`config.mk`:
```
export PLATFORM = sky130hd
export DESIGN_NAME = timing_wheel_scheduler
export DESIGN_NICKNAME = d
export VERILOG_FILES = /design/src/hw/rtl/twsch_pkg.sv /design/src/hw/rtl/twsch_ram.sv /design/src/hw/rtl/twsch_div.sv /design/src/hw/rtl/twsch_ctrl.sv /design/src/hw/rtl/twsch_dp.sv /design/src/hw/rtl/timing_wheel_scheduler.sv
export VERILOG_INCLUDE_DIRS = /design/src /design/src/hw/rtl
export SDC_FILE = /design/constraint.sdc
export NUM_CORES = 2
export LEC_CHECK = 0
export BUFFER_PORTS_ARGS = -buffer_cell sky130_fd_sc_hd__clkbuf_2
export CAP_MARGIN = 20
export CORE_UTILIZATION = 45
export DETAILED_ROUTE_END_ITERATION = 12
export PLACE_DENSITY = 0.62
export SLEW_MARGIN = 10
export SYNTH_ARGS = -nofsm -noshare
export SYNTH_HDL_FRONTEND = slang
export SYNTH_SLANG_ARGS = --single-unit
```
`constraint.sdc`:
```
create_clock -name clk -period 16.4 [get_ports clk]
set_clock_uncertainty 0.2 [all_clocks]
set_input_delay 2.46 -clock clk [delete_from_list [all_inputs] [get_ports clk]]
set_output_delay 2.46 -clock clk [all_outputs]
set_load 0.1 [all_outputs]
```
`src/hw/rtl/timing_wheel_scheduler_assert.svh`:
```
// Assertion macros shared by the timing wheel scheduler.
`ifndef TIMING_WHEEL_SCHEDULER_ASSERT_SVH
`define TIMING_WHEEL_SCHEDULER_ASSERT_SVH

// The consequent must hold in the same cycle as the antecedent.
`define TWS_ASSERT_NOW(label, ck, rs, ante, cons) \
  label: assert property (@(posedge ck) disable iff (rs) (ante) |-> (cons)) \
    else $error("timing wheel scheduler assertion failed");

// The consequent must hold in the cycle after the antecedent.
`define TWS_ASSERT_NEXT(label, ck, rs, ante, cons) \
  label: assert property (@(posedge ck) disable iff (rs) (ante) |=> (cons)) \
    else $error("timing wheel scheduler assertion failed");

`endif

```
`src/hw/rtl/twsch_pkg.sv`:
```
package twsch_pkg;

  localparam int TIMEOUT_W  = 32;
  localparam int INTERVAL_W = 16;
  localparam int HANDLE_W   = 6;

  typedef enum logic [1:0] {
    K_ADD    = 2'd0,
    K_CANCEL = 2'd1,
    K_TICK   = 2'd2,
    K_NONE   = 2'd3
  } kind_t;

  typedef enum logic [2:0] {
    ST_ADDED     = 3'd0,
    ST_NEG       = 3'd1,
    ST_FULL      = 3'd2,
    ST_CANCELLED = 3'd3,
    ST_UNUSED    = 3'd4,
    ST_EXPIRED   = 3'd5,
    ST_QUIET     = 3'd6
  } status_t;

  typedef struct packed {
    kind_t                        kind;
    logic signed [TIMEOUT_W-1:0]  timeout;
    logic        [HANDLE_W-1:0]   timer_handle;
  } req_t;

  typedef struct packed {
    status_t               status;
    logic [HANDLE_W-1:0]   result_handle;
    logic                  last;
  } rsp_t;

  typedef enum logic [3:0] {
    S_IDLE, S_DECODE, S_DIV1, S_SLOT, S_AHRD, S_ALINK, S_AFIX,
    S_URD, S_UHRD, S_UWR, S_THRD, S_TIDX, S_TCHK, S_TEVAL, S_TEND
  } state_t;

  typedef struct packed {
    logic load;
    logic div_go;
    logic quo_ld;
    logic slot_ld;
    logic head_rd_s;
    logic add_link;
    logic add_fix;
    logic emit_neg;
    logic emit_full;
    logic emit_unused;
    logic tgt_hin;
    logic idx_ld;
    logic dec_rounds;
    logic unl_latch;
    logic unl_wr;
    logic tick_end;
  } cmd_t;

  typedef struct packed {
    kind_t kind;
    logic  neg;
    logic  full;
    logic  hin_ok;
    logic  div_done;
    logic  idx_none;
    logic  guard_hit;
    logic  rounds_nz;
  } sts_t;

endpackage

```
`src/hw/rtl/twsch_ram.sv`:
```
module twsch_ram #(
  parameter int WIDTH = 8,
  parameter int DEPTH = 64
) (
  input  logic                     clk,
  input  logic                     we,
  input  logic [$clog2(DEPTH)-1:0] waddr,
  input  logic [WIDTH-1:0]         wdata,
  input  logic [$clog2(DEPTH)-1:0] raddr,
  output logic [WIDTH-1:0]         rdata
);

  logic [WIDTH-1:0] mem [DEPTH];

  always_ff @(posedge clk) begin
    if (we) begin
      mem[waddr] <= wdata;
    end
    rdata <= mem[raddr];
  end

endmodule

```
`src/hw/rtl/twsch_div.sv`:
```
module twsch_div (
  input  logic        clk,
  input  logic        rst,
  input  logic        go,
  input  logic [31:0] dividend,
  input  logic [15:0] divisor,
  output logic        done,
  output logic [31:0] quo
);

  logic        running;
  logic [4:0]  cnt;
  logic [15:0] rem;
  logic [16:0] trial;
  logic [17:0] diff;
  logic        ge;

  always_comb begin
    trial = {rem, quo[31]};
    diff  = {1'b0, trial} - {2'b00, divisor};
    ge    = ~diff[17];
  end

  always_ff @(posedge clk) begin
    if (rst) begin
      running <= 1'b0;
      done    <= 1'b0;
      cnt     <= '0;
    end else begin
      done <= 1'b0;
      if (go) begin
        running <= 1'b1;
        cnt     <= '0;
      end else if (running) begin
        cnt <= cnt + 5'd1;
        if (cnt == 5'd31) begin
          running <= 1'b0;
          done    <= 1'b1;
        end
      end
    end
  end

  always_ff @(posedge clk) begin
    if (go) begin
      quo <= dividend;
      rem <= '0;
    end else if (running) begin
      quo <= {quo[30:0], ge};
      rem <= ge ? diff[15:0] : trial[15:0];
    end
  end

endmodule

```
`src/hw/rtl/twsch_ctrl.sv`:
```
module twsch_ctrl (
  input  logic            clk,
  input  logic            rst,
  input  logic            start,
  input  twsch_pkg::sts_t sts,
  output twsch_pkg::cmd_t cmd,
  output logic            busy
);
  import twsch_pkg::*;

  state_t state, state_next;

  always_ff @(posedge clk) begin
    if (rst) begin
      state <= S_IDLE;
    end else begin
      state <= state_next;
    end
  end

  always_comb begin
    state_next = state;
    unique case (state)
      S_IDLE:   if (start) state_next = S_DECODE;
      S_DECODE: begin
        unique case (sts.kind)
          K_ADD:    state_next = (sts.neg || sts.full) ? S_IDLE : S_DIV1;
          K_CANCEL: state_next = sts.hin_ok ? S_URD : S_IDLE;
          K_TICK:   state_next = S_THRD;
          K_NONE:   state_next = S_IDLE;
        endcase
      end
      S_DIV1:   if (sts.div_done) state_next = S_SLOT;
      S_SLOT:   state_next = S_AHRD;
      S_AHRD:   state_next = S_ALINK;
      S_ALINK:  state_next = S_AFIX;
      S_AFIX:   state_next = S_IDLE;
      S_URD:    state_next = S_UHRD;
      S_UHRD:   state_next = S_UWR;
      S_UWR:    state_next = (sts.kind == K_TICK) ? S_TCHK : S_IDLE;
      S_THRD:   state_next = S_TIDX;
      S_TIDX:   state_next = S_TCHK;
      S_TCHK:   state_next = (sts.idx_none || sts.guard_hit) ? S_TEND : S_TEVAL;
      S_TEVAL:  state_next = sts.rounds_nz ? S_TCHK : S_UWR;
      S_TEND:   state_next = S_IDLE;
      default:  state_next = S_IDLE;
    endcase
  end

  always_comb begin
    cmd  = '0;
    busy = (state != S_IDLE);
    unique case (state)
      S_IDLE:   cmd.load = start;
      S_DECODE: begin
        if (sts.kind == K_ADD) begin
          priority if (sts.neg) begin
            cmd.emit_neg = 1'b1;
          end else if (sts.full) begin
            cmd.emit_full = 1'b1;
          end else begin
            cmd.div_go = 1'b1;
          end
        end else if (sts.kind == K_CANCEL) begin
          cmd.tgt_hin     = sts.hin_ok;
          cmd.emit_unused = ~sts.hin_ok;
        end
      end
      S_DIV1:   cmd.quo_ld     = sts.div_done;
      S_SLOT:   cmd.slot_ld    = 1'b1;
      S_AHRD:   cmd.head_rd_s  = 1'b1;
      S_ALINK:  cmd.add_link   = 1'b1;
      S_AFIX:   cmd.add_fix    = 1'b1;
      S_URD:    cmd            = '0;
      S_UHRD:   cmd.unl_latch  = 1'b1;
      S_UWR:    cmd.unl_wr     = 1'b1;
      S_THRD:   cmd            = '0;
      S_TIDX:   cmd.idx_ld     = 1'b1;
      S_TCHK:   cmd            = '0;
      S_TEVAL: begin
        cmd.dec_rounds = sts.rounds_nz;
        cmd.unl_latch  = ~sts.rounds_nz;
      end
      S_TEND:   cmd.tick_end   = 1'b1;
      default:  cmd            = '0;
    endcase
  end

endmodule

```
`src/hw/rtl/twsch_dp.sv`:
```
module twsch_dp #(
  parameter int SLOTS      = 60,
  parameter int MAX_TIMERS = 64
) (
  input  logic                               clk,
  input  logic                               rst,
  input  twsch_pkg::req_t                    request,
  input  logic                               cfg_we,
  input  logic [twsch_pkg::INTERVAL_W-1:0]   cfg_data,
  input  twsch_pkg::cmd_t                    cmd,
  output twsch_pkg::sts_t                    sts,
  output logic                               strobe,
  output twsch_pkg::rsp_t                    result
);
  import twsch_pkg::*;

  localparam int IW = $clog2(MAX_TIMERS);
  localparam int LW = IW + 1;
  localparam int SW = $clog2(SLOTS);
  localparam logic [LW-1:0] NONE = LW'(MAX_TIMERS);
  // Ticks stay below 2**31, so this reciprocal gives the exact quotient by SLOTS.
  localparam int RSH = 31 + SW;
  localparam logic [31:0] RECIP =
    32'(((64'd1 << RSH) + 64'(SLOTS) - 64'd1) / 64'(SLOTS));

  logic [INTERVAL_W-1:0] interval;
  req_t                  req_q;
  logic [IW-1:0]         h_q;
  logic [SW-1:0]         cs;
  logic [SW-1:0]         s_q;
  logic [31:0]           rounds_q;
  logic [SW-1:0]         tlo_q;
  logic [MAX_TIMERS-1:0] in_use;
  logic [SLOTS-1:0]      head_valid;
  logic                  hv_q;
  logic [LW-1:0]         tgt;
  logic [LW-1:0]         guard;
  logic [LW-1:0]         nx_q;
  logic [LW-1:0]         pv_q;
  logic [SW-1:0]         home_q;
  logic                  pend_v;
  logic [LW-1:0]         pend_h;

  logic [IW-1:0]         free_h;
  logic [INTERVAL_W-1:0] si;
  logic [31:0]           ticks;
  logic [31:0]           dividend;
  logic [15:0]           divisor;
  logic                  div_done;
  logic [31:0]           quo;
  logic [62:0]           prod;
  logic [SW-1:0]         rlo;
  logic [SW-1:0]         rmod;
  logic [SW:0]           ssum;
  logic [SW-1:0]         s_c;

  logic [LW-1:0]         next_out, prev_out, head_raw, head_out;
  logic [31:0]           rnd_out;
  logic [SW-1:0]         home_out;
  logic                  nx_ok, pv_ok, is_head;

  logic                  next_we, prev_we, rnd_we, home_we, head_we;
  logic [IW-1:0]         next_wa, prev_wa, rnd_wa;
  logic [LW-1:0]         next_wd, prev_wd, head_wd;
  logic [31:0]           rnd_wd;
  logic [SW-1:0]         head_wa, head_ra;

  always_comb begin
    free_h = '0;
    for (int i = MAX_TIMERS - 1; i >= 0; i--) begin
      if (!in_use[i]) begin
        free_h = IW'(i);
      end
    end
  end

  always_comb begin
    si       = (interval == '0) ? INTERVAL_W'(1) : interval;
    ticks    = (quo == '0) ? 32'd1 : quo;
    dividend = 32'(req_q.timeout);
    divisor  = si;
    prod     = 63'(ticks) * 63'(RECIP);
    rlo      = SW'(rounds_q[SW-1:0] * SW'(SLOTS));
    rmod     = tlo_q - rlo;
    ssum     = {1'b0, cs} + {1'b0, rmod};
    s_c      = (ssum >= (SW+1)'(SLOTS)) ? SW'(ssum - (SW+1)'(SLOTS)) : ssum[SW-1:0];
  end

  twsch_div u_div (
    .clk      (clk),
    .rst      (rst),
    .go       (cmd.div_go),
    .dividend (dividend),
    .divisor  (divisor),
    .done     (div_done),
    .quo      (quo)
  );

  always_comb begin
    head_out = hv_q ? head_raw : NONE;
    nx_ok    = nx_q < NONE;
    pv_ok    = pv_q < NONE;
    is_head  = head_out == tgt;
  end

  always_comb begin
    priority if (cmd.unl_latch) begin
      head_ra = home_out;
    end else if (cmd.head_rd_s) begin
      head_ra = s_q;
    end else begin
      head_ra = cs;
    end
  end

  always_comb begin
    next_we = 1'b0; next_wa = h_q; next_wd = head_out;
    prev_we = 1'b0; prev_wa = h_q; prev_wd = NONE;
    rnd_we  = 1'b0; rnd_wa  = h_q; rnd_wd  = rounds_q;
    home_we = cmd.add_link;
    head_we = 1'b0; head_wa = s_q; head_wd = LW'(h_q);
    priority if (cmd.add_link) begin
      next_we = 1'b1;
      prev_we = 1'b1;
      rnd_we  = 1'b1;
      head_we = 1'b1;
    end else if (cmd.add_fix) begin
      prev_we = nx_ok;
      prev_wa = nx_q[IW-1:0];
      prev_wd = LW'(h_q);
    end else if (cmd.dec_rounds) begin
      rnd_we = 1'b1;
      rnd_wa = tgt[IW-1:0];
      rnd_wd = rnd_out - 32'd1;
    end else if (cmd.unl_wr) begin
      prev_we = nx_ok;
      prev_wa = nx_q[IW-1:0];
      prev_wd = is_head ? NONE : pv_q;
      next_we = ~is_head & pv_ok;
      next_wa = pv_q[IW-1:0];
      next_wd = nx_q;
      head_we = is_head;
      head_wa = home_q;
      head_wd = nx_q;
    end
  end

  twsch_ram #(.WIDTH(LW), .DEPTH(MAX_TIMERS)) u_next (
    .clk(clk), .we(next_we), .waddr(next_wa), .wdata(next_wd),
    .raddr(tgt[IW-1:0]), .rdata(next_out)
  );

  twsch_ram #(.WIDTH(LW), .DEPTH(MAX_TIMERS)) u_prev (
    .clk(clk), .we(prev_we), .waddr(prev_wa), .wdata(prev_wd),
    .raddr(tgt[IW-1:0]), .rdata(prev_out)
  );

  twsch_ram #(.WIDTH(32), .DEPTH(MAX_TIMERS)) u_rounds (
    .clk(clk), .we(rnd_we), .waddr(rnd_wa), .wdata(rnd_wd),
    .raddr(tgt[IW-1:0]), .rdata(rnd_out)
  );

  twsch_ram #(.WIDTH(SW), .DEPTH(MAX_TIMERS)) u_home (
    .clk(clk), .we(home_we), .waddr(h_q), .wdata(s_q),
    .raddr(tgt[IW-1:0]), .rdata(home_out)
  );

  twsch_ram #(.WIDTH(LW), .DEPTH(SLOTS)) u_head (
    .clk(clk), .we(head_we), .waddr(head_wa), .wdata(head_wd),
    .raddr(head_ra), .rdata(head_raw)
  );

  always_comb begin
    sts.kind      = req_q.kind;
    sts.neg       = req_q.timeout[TIMEOUT_W-1];
    sts.full      = &in_use;
    sts.hin_ok    = (32'(req_q.timer_handle) < MAX_TIMERS) &&
                    in_use[req_q.timer_handle[IW-1:0]];
    sts.div_done  = div_done;
    sts.idx_none  = tgt >= NONE;
    sts.guard_hit = guard == NONE;
    sts.rounds_nz = rnd_out != '0;
  end

  always_ff @(posedge clk) begin
    if (rst) begin
      interval   <= INTERVAL_W'(1);
      cs         <= '0;
      in_use     <= '0;
      head_valid <= '0;
      strobe     <= 1'b0;
      pend_v     <= 1'b0;
    end else begin
      strobe <= 1'b0;
      if (cfg_we) begin
        interval <= cfg_data;
      end
      if (head_we) begin
        head_valid[head_wa] <= 1'b1;
      end
      if (cmd.add_link) begin
        in_use[h_q] <= 1'b1;
      end
      if (cmd.unl_wr) begin
        in_use[tgt[IW-1:0]] <= 1'b0;
      end
      if (cmd.emit_neg || cmd.emit_full || cmd.emit_unused || cmd.add_fix ||
          cmd.tick_end || (cmd.unl_wr && (req_q.kind != K_TICK || pend_v))) begin
        strobe <= 1'b1;
      end
      if (cmd.idx_ld) begin
        pend_v <= 1'b0;
      end
      if (cmd.unl_wr && req_q.kind == K_TICK) begin
        pend_v <= 1'b1;
      end
      if (cmd.tick_end) begin
        pend_v <= 1'b0;
        cs     <= (cs == SW'(SLOTS - 1)) ? '0 : cs + SW'(1);
      end
    end
  end

  always_ff @(posedge clk) begin
    hv_q <= head_valid[head_ra];
    if (cmd.load) begin
      req_q <= request;
      h_q   <= free_h;
    end
    if (cmd.quo_ld) begin
      tlo_q    <= ticks[SW-1:0];
      rounds_q <= 32'(prod >> RSH);
    end
    if (cmd.slot_ld) begin
      s_q <= s_c;
    end
    if (cmd.add_link) begin
      nx_q <= head_out;
    end
    if (cmd.tgt_hin) begin
      tgt <= LW'(req_q.timer_handle[IW-1:0]);
    end
    if (cmd.idx_ld) begin
      tgt   <= head_out;
      guard <= '0;
    end
    if (cmd.dec_rounds) begin
      tgt   <= next_out;
      guard <= guard + LW'(1);
    end
    if (cmd.unl_latch) begin
      nx_q   <= next_out;
      pv_q   <= prev_out;
      home_q <= home_out;
    end
    if (cmd.unl_wr && req_q.kind == K_TICK) begin
      pend_h <= tgt;
      tgt    <= nx_q;
      guard  <= guard + LW'(1);
    end
    priority if (cmd.emit_neg) begin
      result <= '{status: ST_NEG, result_handle: '0, last: 1'b1};
    end else if (cmd.emit_full) begin
      result <= '{status: ST_FULL, result_handle: '0, last: 1'b1};
    end else if (cmd.emit_unused) begin
      result <= '{status: ST_UNUSED, result_handle: '0, last: 1'b1};
    end else if (cmd.add_fix) begin
      result <= '{status: ST_ADDED, result_handle: HANDLE_W'(h_q), last: 1'b1};
    end else if (cmd.unl_wr && req_q.kind != K_TICK) begin
      result <= '{status: ST_CANCELLED, result_handle: HANDLE_W'(tgt), last: 1'b1};
    end else if (cmd.unl_wr) begin
      result <= '{status: ST_EXPIRED, result_handle: HANDLE_W'(pend_h), last: 1'b0};
    end else if (cmd.tick_end && pend_v) begin
      result <= '{status: ST_EXPIRED, result_handle: HANDLE_W'(pend_h), last: 1'b1};
    end else if (cmd.tick_end) begin
      result <= '{status: ST_QUIET, result_handle: '0, last: 1'b1};
    end
  end

endmodule

```
`src/hw/rtl/timing_wheel_scheduler.sv`:
```
// Hashed timing wheel with a pool of MAX_TIMERS timers on SLOTS slots. Raise start with a
// request while busy is low; each result appears on result for exactly one cycle with
// strobe high and cannot be held off, so the receiver must take it when it comes. An add
// waits on the bit-serial divider that divides the timeout by the interval (a reciprocal
// multiplication then splits the ticks into rounds and slot). A tick walks the timer
// list of the current slot, counting down each timer whose rounds are not zero and
// expiring each one whose rounds are zero. An unknown kind keeps busy high for one cycle
// and gives no result. The interval register must be written by the user through
// cfg_valid/cfg_data only while busy is low; the block itself does not enforce it.
module timing_wheel_scheduler #(
  parameter int SLOTS      = 60,
  parameter int MAX_TIMERS = 64
) (
  input  logic                             clk,
  input  logic                             rst,
  input  logic                             start,
  output logic                             busy,
  input  twsch_pkg::req_t                  request,
  input  logic                             cfg_valid,
  output logic                             cfg_ready,
  input  logic [twsch_pkg::INTERVAL_W-1:0] cfg_data,
  output logic                             strobe,
  output twsch_pkg::rsp_t                  result
);
  import twsch_pkg::*;

  cmd_t cmd;
  sts_t sts;

  assign cfg_ready = 1'b1;

  twsch_ctrl u_ctrl (
    .clk   (clk),
    .rst   (rst),
    .start (start),
    .sts   (sts),
    .cmd   (cmd),
    .busy  (busy)
  );

  twsch_dp #(.SLOTS(SLOTS), .MAX_TIMERS(MAX_TIMERS)) u_dp (
    .clk      (clk),
    .rst      (rst),
    .request  (request),
    .cfg_we   (cfg_valid && cfg_ready),
    .cfg_data (cfg_data),
    .cmd      (cmd),
    .sts      (sts),
    .strobe   (strobe),
    .result   (result)
  );

`include "timing_wheel_scheduler_assert.svh"

  `TWS_ASSERT_NEXT(a_accept_busy, clk, rst, start && !busy, busy)
  `TWS_ASSERT_NOW(a_partial_busy, clk, rst, strobe && !result.last, busy)
  `TWS_ASSERT_NOW(a_added_last, clk, rst, strobe && result.status == ST_ADDED, result.last)

endmodule
```
Yosys cells after proc, flatten, opt, wreduce, memory -nomap -nowiden. Memories as Yosys holds them, arrays and structs flattened. A register that Yosys moved wholly into a read port is not among the register bits. Index checks and enable logic that the tools add are counted.

$add $sub $neg: 8. Reductions and logical operators: 43. Magnitude comparators: 12. Bitwise operators: 10. $mul: 2. Muxes and demuxes: 196. Equality and inequality tests: 24.

Operators with widths (number): two-way mux 6 bit (51); two-way mux 32 bit (6); two-way mux 64 bit (3); two-way mux 7 bit (23); two-way mux 5 bit (16); AND 64 bit (1); inverter 64 bit (1); OR 64 bit (1); AND reduction 64 bit (1); multiplier 32 x 32 -> 63 bit (second input constant) (1); two-way mux 10 bit (6); OR 60 bit (1); two-way mux 1 bit (55); one-hot mux 4 bit (13 select lines) (1); two-way mux 4 bit (12); < comparator 6 x 7 -> 1 bit (second input constant) (5); logical NOT 32 bit (1); two-way mux 16 bit (2); AND reduction 32 bit (1); nonzero test 32 bit (1); subtractor 32 x 1 -> 32 bit (second input constant) (1); == test 4 bit (second input constant) (7); demux 1 bit (select 6 bit) (3); >= comparator 6 x 1 -> 1 bit (second input constant) (3); other kinds (48) (92).

Register bits: 342. Output and inout bits: 13. Memory bits (writable): 3748. Input port bits: 60. Memories: 5. Word-level logic and storage cells: 335.

Memory list: u_dp.u_rounds.mem (words 64, bits a word 32, read ports 1, clocked after Yosys merged registers in 1, write ports 1, line twsch_ram.sv:13) `logic [WIDTH-1:0] mem [DEPTH];`; u_dp.u_next.mem (words 64, bits a word 7, read ports 1, clocked after Yosys merged registers in 1, write ports 1, line twsch_ram.sv:13); u_dp.u_prev.mem (words 64, bits a word 7, read ports 1, clocked after Yosys merged registers in 1, write ports 1, line twsch_ram.sv:13); u_dp.u_head.mem (words 60, bits a word 7, read ports 1, clocked after Yosys merged registers in 1, write ports 1, line twsch_ram.sv:13); u_dp.u_home.mem (words 64, bits a word 6, read ports 1, clocked after Yosys merged registers in 1, write ports 1, line twsch_ram.sv:13).

Longest topological paths before layout.
Depth in word-level cells: 63. Gate-level depth with buffers: 26. Depth with buffers taken out: 26.

Hierarchy. Synthesis repeated with hierarchy kept, for this count alone.

Cells, all modules: 9364. Area total of the unflattened synthesis: 173124.8 sq um.

By module, submodules not included: twsch_ram (u_dp.u_rounds) (cells each 3324, times used 1, sequential area each 62139.6 sq um, area each 78515.3 sq um); twsch_ram (u_dp.u_next ...) (cells each 827, times used 2, sequential area each 13593.0 sq um, area each 17635.7 sq um); twsch_dp (cells each 2468, times used 1, sequential area each 6906.6 sq um, area each 23752.8 sq um); twsch_ram (u_dp.u_head) (cells each 815, times used 1, sequential area each 12752.2 sq um, area each 16627.2 sq um); twsch_ram (u_dp.u_home) (cells each 720, times used 1, sequential area each 11651.2 sq um, area each 15225.9 sq um); twsch_div (cells each 311, times used 1, sequential area each 1421.4 sq um, area each 3248.1 sq um); twsch_ctrl (cells each 70, times used 1, sequential area each 80.1 sq um, area each 473.0 sq um); timing_wheel_scheduler (cells each 2, times used 1, sequential area each 0.0 sq um, area each 11.3 sq um).

Worst setup path after synthesis. No wires, ideal clock.

Path kind: reg-to-reg. Start: reg u_dp.u_div.quo[2]. End: reg u_dp.rounds_q[25] (data pin). Setup time: 0.262 ns. Stages on the path, launching flop included: 24. Slack: 9.585 ns. Data required time: 15.938 ns. Arrival: 6.352 ns. Buffers on the path: 0. Cells stage by stage: edfxtp_1 nor4_1 nand4_1 o21bai_1 ha_1 inv_1 fa_1 fa_1 fa_1 fa_1 inv_1 fa_1 fa_1 ha_1 and3_1 nand2_1 nor2_1 o2111ai_1 o41a_1 o21a_1 o21ai_0 a211o_1 a21oi_1 xor2_1.

Longest elaborated chain between the ends: 3.

Ends and longest elaborated chain: from (decl) (line twsch_div.sv:8) `output logic [31:0] quo`; from (signal assigned) (line twsch_div.sv:46) `quo <= dividend;`; from (signal assigned) (line twsch_div.sv:49) `quo <= {quo[30:0], ge};`; logical NOT 32 bit (line twsch_dp.sv:79) `ticks = (quo == '0) ? 32'd1 : quo;`; two-way mux 32 bit (*) (line twsch_dp.sv:79); multiplier 32 x 32 -> 63 bit (*) (line twsch_dp.sv:82) `prod = 63'(ticks) * 63'(RECIP);`; via u_dp.prod[62] (line twsch_dp.sv:51) `logic [62:0] prod;`; to (signal assigned) (line twsch_dp.sv:232) `rounds_q <= 32'(prod >> RSH);`; to (decl) (line twsch_dp.sv:31) `logic [31:0] rounds_q;`.

Mark *: on every way through the listed nets, which the timed path passes. The rest lies on a longest branch. A chain may end at the register's enable or synchronous reset.

Worst setup path after layout.
Start: reg u_dp.u_div.quo[30]. End: reg u_dp.rounds_q[23] (data pin).

Same word-level chain as after synthesis.

==> reports/results.ini <==
[synth]
synthTopCellsByArea=edfxtp_1, a22oi_1, dfxtp_1
synth_fp_nets=11100
yosysSeqAreaShare_pct=74.1
syn_inst=10500
synth_top_cell_by_area=edfxtp_1
async_flop_share_pct=0
synth-compound-area-share_pct=12.6
synth_edf_count=3904
synth_top_family_by_area=compound AO/OA/AOI/OAI gates
yosys_register_bits=4149
synthDistinctLibCells=83
synth-adder-area-share_pct=4.49
yosys_warnings=0
synthMuxAreaShare_pct=0.951
synth_ff_type=edfxtp_1
synthTopCellsByCount=edfxtp_1, a22oi_1, nor2_1
yosys.area_share.simple_pct=4.99
synth_area_per_cell_sq_um=15.6
yosysMostFrequentCell=edfxtp_1
syn_area_sq_um=165000
yosysTopAreaCellShare_pct=71.1
synth_xor_area_share_pct=0.467

[routing]
avgRoutedWirePerCell_um=31.5
wl_met1_um=194000
drt_iter0_markers=13200
vias_per_cell=6.32
met2_length_um=232000
vias=100000
wl_met3_um=50700
highest_layer=met5
ant_nets=0
routed_wl_um=498000
firstDrtPassIters=6
drc=0

[floorplan]
die-height_um=607
dieArea_sq_um=369000
coreArea_sq_um=364000
fp.dieW_um=607
placementRows=221
boundaryPins=73
initial_core_util_pct=45.4

[timing]
slew_headroom_pct=16.2
fmax_mhz=115
rsz0062_at_grt=false
fin_tns_setup_ns=0
finalHoldViolCount=0
tightest_slew_ns=1.25
drv_slew=0
layout_min_cycle_time_ns=8.67
setup_violations=0
fin_crit_sh_pct=52.9

[global_route]
grt_max_degree=187
grt-ovfl-total=0
antenna_found_initial=9
grt_pass1_wl_um=704000
grt_use_total_pct=26.1
grt_pass1_vias=96800

[critical_path]
timing.rr.start=u_dp.u_div.quo[30]
worstPathRequired_ns=16.95
critPathMaxFanout=8
start_kind=flop
cp.arrival_ns=9.22
criticalPathCategory=flop to flop
worstSetupEndpointType=flop
cp-startpoint=u_dp.u_div.quo[30]

[flow_run]
maxCapViolations=0

[place]
port_buffers=71
dpl.cell_count=15000
gp_congestion=0.903
dpl.hpwl_um=286000

[power]
leakage_uw=0.0588
power.density_nw_per_um2=132
ir_drop_v=0.000122

[final_layout]
fill_cells=29300
multi_input_area_sq_um=39900
drive_above_1_share_pct=10.4
fin_cells=15800
area.growth.synth_to_final_pct=12.6
finalNetCount=11200
seq_area_sq_um=122000

[cts]
root_buffer=clkbuf_16
clkTransAtPathRegs_ns=0.06
cts_hold_buffers=0
postCtsSetupRepairBufs=0
cts_resized=0
ctsLongestPathBuffers=4
clock-sinks=4149
h-tree-depth=5
cts_buffers=414
cts_tree=done
clock_latency_ns=1.00

[status]
status=finished, final reports clean

[hold_path]
min_path_type=flop to flop
hold_start=u_dp.u_prev.rdata[2]

## power by group
| part | internal (uW) | total, uW | switching, uW |
|---|---|---|---|
| clock | 5380 | 9390 | 4010 |
| sequential | 11700 | 11800 | 108 |
| combinational | 1260 | 3390 | 2120 |
| total | 18300 | 24600 | 6240 |
## critical path, cell delays in order (launching register included)
cell and delay, ns:
edfxtp_1 0.59, nor4_1 0.48, nand4_1 0.21, o21bai_1 0.62
ha_1 0.38, inv_1 0.10, fa_1 0.55, fa_1 0.56
fa_1 0.42, fa_1 0.49, inv_1 0.05, fa_1 0.49
fa_1 0.42, ha_1 0.32, and3_1 0.19, nand2_1 0.07
nor2_1 0.14, o2111ai_1 0.31, o41a_1 0.57, o21a_1 0.28
o21ai_0 0.46, a21o_1 0.23, nand2_1 0.06, a221oi_1 0.29
## cell families (layout without fill, tap and decap cells)
logic type,Yosys count,count (layout)
buf+inv,1029,1501
xor+xnor,88,88
other cells,1,3
fa+ha+maj,493,493
flops,4149,4149
simple gates,1823,1823
compound gates,2828,2828
mux,130,130
## path summary, 6_finish.rpt
path / end / slack, ns / cells after the start
setup reg to reg: u_dp.rounds_q[23] / 7.73 / 23
setup / recovery: u_dp.rounds_q[23] / 7.73 / 23
hold / removal: u_dp.pv_q[2] / 0.22 / 0
hold reg to reg: u_dp.pv_q[2] / 0.22 / 0
## sequential cells by signal, summed over array words and instances (netlist names), 7 cells and up
name                 cells
u_dp.result             10
u_dp.nx_q                7
u_dp.u_head.rdata        7
u_dp.pv_q                7
u_dp.dividend           32
u_dp.tgt                 7
u_dp.guard               7
u_dp.rounds_q           26
u_dp.u_prev.rdata        7
u_dp.u_div.quo          32
u_dp.u_home.mem        384
u_dp.u_next.rdata        7
u_dp.interval           16
u_dp.u_head.mem        420
u_dp.u_prev.mem        448
u_dp.u_rounds.rdata     32
u_dp.head_valid         60
u_dp.u_next.mem        448
u_dp.u_div.rem          16
u_dp.u_rounds.mem     2048
u_dp.in_use             64
## routing by layer
| metal | GRT usage [%] | vias up |
|---|---|---|
| met1 | 35.7 | 50900 |
| met4 | 9.51 | 2 |
| li1 | - | 42200 |
| met2 | 42.1 | 5925 |
| met3 | 4.62 | 955 |
| met5 | 0 | - |
## area by class of cell
cell class | instances | area share [%]
sequential | 4149 | 65.8
multi-input combinational | 5363 | 21.5
clock buffer | 548 | 6.05
tap | 4794 | 3.23
timing repair buffer | 347 | 1.46
clock inverter | 212 | 1.17
inverter | 394 | 0.796
antenna | 2 | 0.00270
## per-stage QoR
stage	power (uW)	util, %	hold slack, ns	cell area [sq um]	worst slack [ns]
5_1_grt	25400	51.1	0.225	186000	7.40
4_1_cts	24700	51.0	0.221	186000	7.71
2_1_floorplan	14400	-	0.186	165000	9.59
3_5_place_dp	15400	47.3	0.206	172000	7.74
3_3_place_gp	15400	47.3	0.201	172000	7.72
6_report	24600	51.1	0.219	186000	7.73
## placed cells by master (no fill, tap or decap), types with 95 or more instances in the layout
cell type | netlist | routed
a211oi_1 | 160 | 160
a21oi_1 | 212 | 209
a221oi_1 | 195 | 195
a22o_1 | 209 | 203
a22oi_1 | 1295 | 1295
a31oi_1 | 259 | 256
a41oi_1 | 145 | 145
buf_4 | 19 | 254
clkbuf_1 | 473 | 105
clkbuf_16 | 0 | 422
dfxtp_1 | 245 | 245
edfxtp_1 | 3904 | 3904
fa_1 | 164 | 164
ha_1 | 329 | 329
inv_1 | 393 | 393
mux2i_1 | 105 | 105
nand2_1 | 575 | 565
nand3_1 | 97 | 95
nand4_1 | 115 | 115
nor2_1 | 649 | 571
o21ai_0 | 160 | 131
Power figures use the tool's default switching activity.
